--- config.mk ---
export PLATFORM = sky130hd
export DESIGN_NAME = cwsc_front
export DESIGN_NICKNAME = d
export VERILOG_FILES = /design/src/design/cwsc_pkg.sv /design/src/design/cwsc_front.sv
export SDC_FILE = /design/constraint.sdc
export NUM_CORES = 1
export LEC_CHECK = 0
export ABC_AREA = 1
export BUFFER_PORTS_ARGS = -buffer_cell sky130_fd_sc_hd__buf_2
export CELL_PAD_IN_SITES_DETAIL_PLACEMENT = 1
export CELL_PAD_IN_SITES_GLOBAL_PLACEMENT = 2
export CORE_UTILIZATION = 29
export DETAILED_ROUTE_END_ITERATION = 12
export GPL_TIMING_DRIVEN = 0
export PLACE_DENSITY_LB_ADDON = 0.1
export SLEW_MARGIN = 10
export SYNTH_ARGS = -nofsm -noshare
export SYNTH_HDL_FRONTEND = slang
export SYNTH_SLANG_ARGS = --single-unit
export TNS_END_PERCENT = 30
--- constraint.sdc ---
create_clock -name clk_i -period 1.2 [get_ports clk_i]
set_input_delay 0.12 -clock clk_i [delete_from_list [all_inputs] [get_ports clk_i]]
set_output_delay 0.12 -clock clk_i [all_outputs]
set_load 0.005 [all_outputs]
--- src/design/cwsc_pkg.sv ---
// Shared constants, types and codes for the covering window substring counter.
package cwsc_pkg;

  localparam int MAX_TEXT    = 4096;
  localparam int MAX_PATTERN = 4096;
  localparam int ALPHABET    = 26;

  localparam int LETTER_W = 5;
  localparam int CMD_W    = 2;
  localparam int START_W  = 13;
  localparam int TOTAL_W  = 24;
  localparam int STATUS_W = 2;

  localparam int TEXT_AW = $clog2(MAX_TEXT);
  localparam int LEN_W   = $clog2(MAX_TEXT + 1);
  localparam int PLEN_W  = $clog2(MAX_PATTERN + 1);

  localparam int IN_DATA_W  = 8;
  localparam int OUT_DATA_W = 40;

  localparam int QUEUE_DEPTH = 2;
  localparam int QUEUE_AW    = (QUEUE_DEPTH > 1) ? $clog2(QUEUE_DEPTH) : 1;
  localparam int QUEUE_CW    = $clog2(QUEUE_DEPTH + 1);

  localparam logic [TOTAL_W-1:0] TOTAL_MAX = {TOTAL_W{1'b1}};

  typedef enum logic [CMD_W-1:0] {
    CMD_CLEAR   = 2'd0,
    CMD_PATTERN = 2'd1,
    CMD_TEXT    = 2'd2,
    CMD_UNUSED  = 2'd3
  } cmd_e;

  typedef enum logic [STATUS_W-1:0] {
    STATUS_OK           = 2'd0,
    STATUS_PAT_AFTER_TX = 2'd1,
    STATUS_TEXT_FULL    = 2'd2,
    STATUS_PAT_FULL     = 2'd3
  } status_e;

  typedef enum logic [1:0] {
    OP_CLEAR,
    OP_PATTERN,
    OP_TEXT,
    OP_NONE
  } op_e;

  typedef struct packed {
    op_e                 op;
    logic [LETTER_W-1:0] letter;
    logic                letter_ok;
  } entry_t;

  typedef enum logic [1:0] {
    ST_IDLE,
    ST_CHECK,
    ST_STEP
  } state_e;

endpackage

--- src/design/cwsc_front.sv ---
// Front end: takes input beats, classifies them and queues them for the back end.
module cwsc_front import cwsc_pkg::*; (
  input  logic                clk_i,
  input  logic                rst_ni,
  input  logic                s_valid_i,
  output logic                s_ready_o,
  input  logic [CMD_W-1:0]    command_i,
  input  logic [LETTER_W-1:0] letter_i,
  output logic                q_valid_o,
  output entry_t              q_entry_o,
  input  logic                q_pop_i
);

  entry_t               mem_q [QUEUE_DEPTH];
  logic [QUEUE_AW-1:0]  wptr_q, wptr_d;
  logic [QUEUE_AW-1:0]  rptr_q, rptr_d;
  logic [QUEUE_CW-1:0]  count_q, count_d;
  entry_t               entry;
  logic                 push;
  logic                 pop;

  always_comb begin
    entry.letter    = letter_i;
    entry.letter_ok = (letter_i < LETTER_W'(ALPHABET));
    unique case (cmd_e'(command_i))
      CMD_CLEAR:   entry.op = OP_CLEAR;
      CMD_PATTERN: entry.op = OP_PATTERN;
      CMD_TEXT:    entry.op = OP_TEXT;
      default:     entry.op = OP_NONE;
    endcase
  end

  assign s_ready_o = (count_q != QUEUE_CW'(QUEUE_DEPTH));
  assign q_valid_o = (count_q != '0);
  assign q_entry_o = mem_q[rptr_q];
  assign push      = s_valid_i && s_ready_o;
  assign pop       = q_pop_i && q_valid_o;

  always_comb begin
    wptr_d  = wptr_q;
    rptr_d  = rptr_q;
    count_d = count_q;
    if (push) begin
      wptr_d = (wptr_q == QUEUE_AW'(QUEUE_DEPTH - 1)) ? '0 : wptr_q + 1'b1;
    end
    if (pop) begin
      rptr_d = (rptr_q == QUEUE_AW'(QUEUE_DEPTH - 1)) ? '0 : rptr_q + 1'b1;
    end
    if (push && !pop) begin
      count_d = count_q + 1'b1;
    end else if (pop && !push) begin
      count_d = count_q - 1'b1;
    end
  end

  always_ff @(posedge clk_i or negedge rst_ni) begin
    if (!rst_ni) begin
      wptr_q  <= '0;
      rptr_q  <= '0;
      count_q <= '0;
    end else begin
      wptr_q  <= wptr_d;
      rptr_q  <= rptr_d;
      count_q <= count_d;
    end
  end

  always_ff @(posedge clk_i) begin
    if (push) begin
      mem_q[wptr_q] <= entry;
    end
  end

endmodule

==> impl_metrics.yaml <==
logic_synthesis:
  yosysSeqAreaShare_pct: 68.9
  yosysTopAreaCell: "edfxtp_1"
  synthMuxAreaShare_pct: 0
  yosys.area_share.simple_pct: 20.4
  synth_area_um2: 842
  ys_ff_latch: 20
  synth_xor_area_share_pct: 2.97
  synth_compound_area_share_pct: 0.892
  netlist_instances: 73
  ys_types: 16
  netlist.area_leader.share_pct: 57.1
  synth_top_family_by_area: "simple AND/OR/NAND/NOR gates"
  synth_area_leaders: "edfxtp_1, nand2_1, dfrtp_1"
  synth_adder_area_share_pct: 1.49
  synth_area_per_cell_um2: 11.5
  synth_warnings: 0
  synth.net_count: 85
cts:
  cts_inserted_buffers: 3
  cts_tree: "yes"
  path_clk_slew_ns: 0.12
  clk_latency_ns: 0.30
  clock-sinks: 20
  cts.htree.levels: 1
  cts_root_buf: "clkbuf_4"
  clockBufferDepth: 2
power:
  comb_power_share_pct: 45.3
  switching_share_pct: 36.1
  pwr-share-clk_pct: 14.8
  vdd_drop_max_uv: 1280
  intPower_mw: 1.69
  power_leakage_nw: 0.507
  power_density_mw_per_mm2: 2320
  switchingPower_mw: 0.952
  seq_power_share_pct: 39.8
critical_path:
  rr_worst_depth: 9
  endpoint_kind: "flop"
  path_delay_family: "flip-flops"
  worstSetupStartpointType: "flop"
  worstPathRequired_ns: 1.40
  cp_num_cells: 9
  critPathBufInv: 3
  arrival_ns: 1.48
  slowest_delay_ns: 0.41
  critical_path_class: "reg -> reg"
  path_cells: "inv_2, buf_6, nand2_4, nand2_4, ha_4, inv_4, nand3_2, nand2_1, nand2_1"
  worst-path-max-fanout: 3
  slowest_stage: "dfrtp_1"
routing:
  wire_per_inst_um: 12.2
  postRouteAntennaNets: 0
  wirelength_um: 1620
  vias: 591
  drt_first_pass_iters: 3
  drt_iter0_markers: 11
  drc_errors: 0
  avgViaCountPerCell: 4.44
die:
  core_mm2: 0.00276
  dieArea_mm2: 0.00312
  std_cell_rows: 19
  ios: 21
  die_y_um: 55.9
  start_util_pct: 30.5
  die_width_um: 55.9
sta:
  rsz0062_at_grt: "yes"
  finalWorstSetupSlack_ns: -0.0757
  period_needed_ns: 1.28
  max_slew_margin_pct: 81.7
  fmaxAchievable_ghz: 0.784
  fin_crit_sh_pct: 106
  hold-worst-slack_ns: 0.0127
  fin_skew_ns: 0.00642
  hold_viol_final: 0
  setup_violations: 26
  drv_slew: 0
  tightest_slew_ns: 0.274
finish:
  layout_commonest_cell: "nand2_1"
  syn_to_final_growth_pct: 34.9
  num_antenna_cells: 0
  drive_above_1_share_pct: 40.2
  final_cell_mix: "nand2_1, buf_2, edfxtp_1"
  fin_nets: 115
hold_path:
  min_path_cells: 1
  min_path_type: "in -> reg"
global_routing:
  antenna_found_initial: 0
  grt_max_degree: 12
  grt_pass1_wl_um: 2730
  grt_use_total_pct: 12.1
  grt_pass1_vias: 630
  gr-total-overflow: 0
status:
  failed_checks: "setup timing"
  outcome: "finished, violations left"
run:
  drv_cap: 0
placed_design:
  port_buffers: 18
  dp_slack_ns: -0.399
  place.gp.congestion: 0.623
  dp_hpwl_um: 1170
power groups by stage:
stage	clock network, mW	registers [mW]	logic, mW
floorplan	0	1.05	0.605
global placement	0	1.06	0.908
detailed placement	0	1.07	0.927
CTS	0.411	1.05	1.07
global route	0.433	1.08	1.36
finish	0.392	1.05	1.20
per-stage QoR:
stage	setup TNS, ns	std cells	area, µm²	total power [mW]	util, %
3_3_place_gp	-6.24	122	971	1.97	35.2
3_5_place_dp	-6.61	122	971	2.00	35.2
2_1_floorplan	-1.83	73	842	1.65	-
6_report	-1.52	133	1140	2.64	41.2
4_1_cts	-3.30	131	1080	2.53	39.1
5_1_grt	-3.13	133	1140	2.87	41.2
cell type report:
class / instances / area (µm²)
inverter: 7 / 36.3
tap: 31 / 38.8
multi-input combinational: 43 / 259
sequential: 20 / 581
clock buffer: 4 / 36.3
timing repair buffer: 25 / 166
fill: 308 / 1620
buffer: 3 / 18.8
cells in the mapped netlist:
library cell   n
inv_2          3
ha_1           1
nand2_2        2
dfrtp_1        4
edfxtp_1      16
inv_1          4
o211ai_1       1
buf_6          1
nand3_1        2
xnor2_1        1
clkbuf_1       2
nand4_1        1
nand2_1       30
xor2_2         1
nand2_4        2
nor2_1         2
metal layers:
metal,share of wire (%),track usage [%],up-vias
met1,40,12.7,282
met5,0,0,-
met3,3.4,3.02,4
li1,-,-,292
met4,1.5,6.62,0
met2,55,21.9,13
worst paths after layout:
check                             start           to  slack [ns]
max                          count_q[0]   count_q[1]       -0.08
min                        command_i[0]  mem_q[1][6]        0.01
max reg2reg                  count_q[0]   count_q[1]       -0.08
min reg2reg                  count_q[0]   count_q[0]        0.59
max in group asynchronous        rst_ni   count_q[0]        0.94
min in group asynchronous        rst_ni   count_q[1]        0.14
cell families after synthesis:
logic type | count (synthesis)
flops | 20
fa+ha+maj | 1
xor+xnor | 2
buf+inv | 10
simple gates | 39
compound gates | 1
repair_timing:
item / CTS / global route
setup endpoints to repair: 26 / 27
hold buffers: 3 / 0
resized for setup: 6 / 9
endpoints found under the hold margin: 7 / 0
pin swaps: 0 / 5
buffers inserted: 2 / 2
flip-flops by register name (all words and copies together) (netlist names):
register and count:
mem_q 16, count_q 2, rptr_q 1, wptr_q 1
Note: power is estimated with default switching activity, not from simulation.
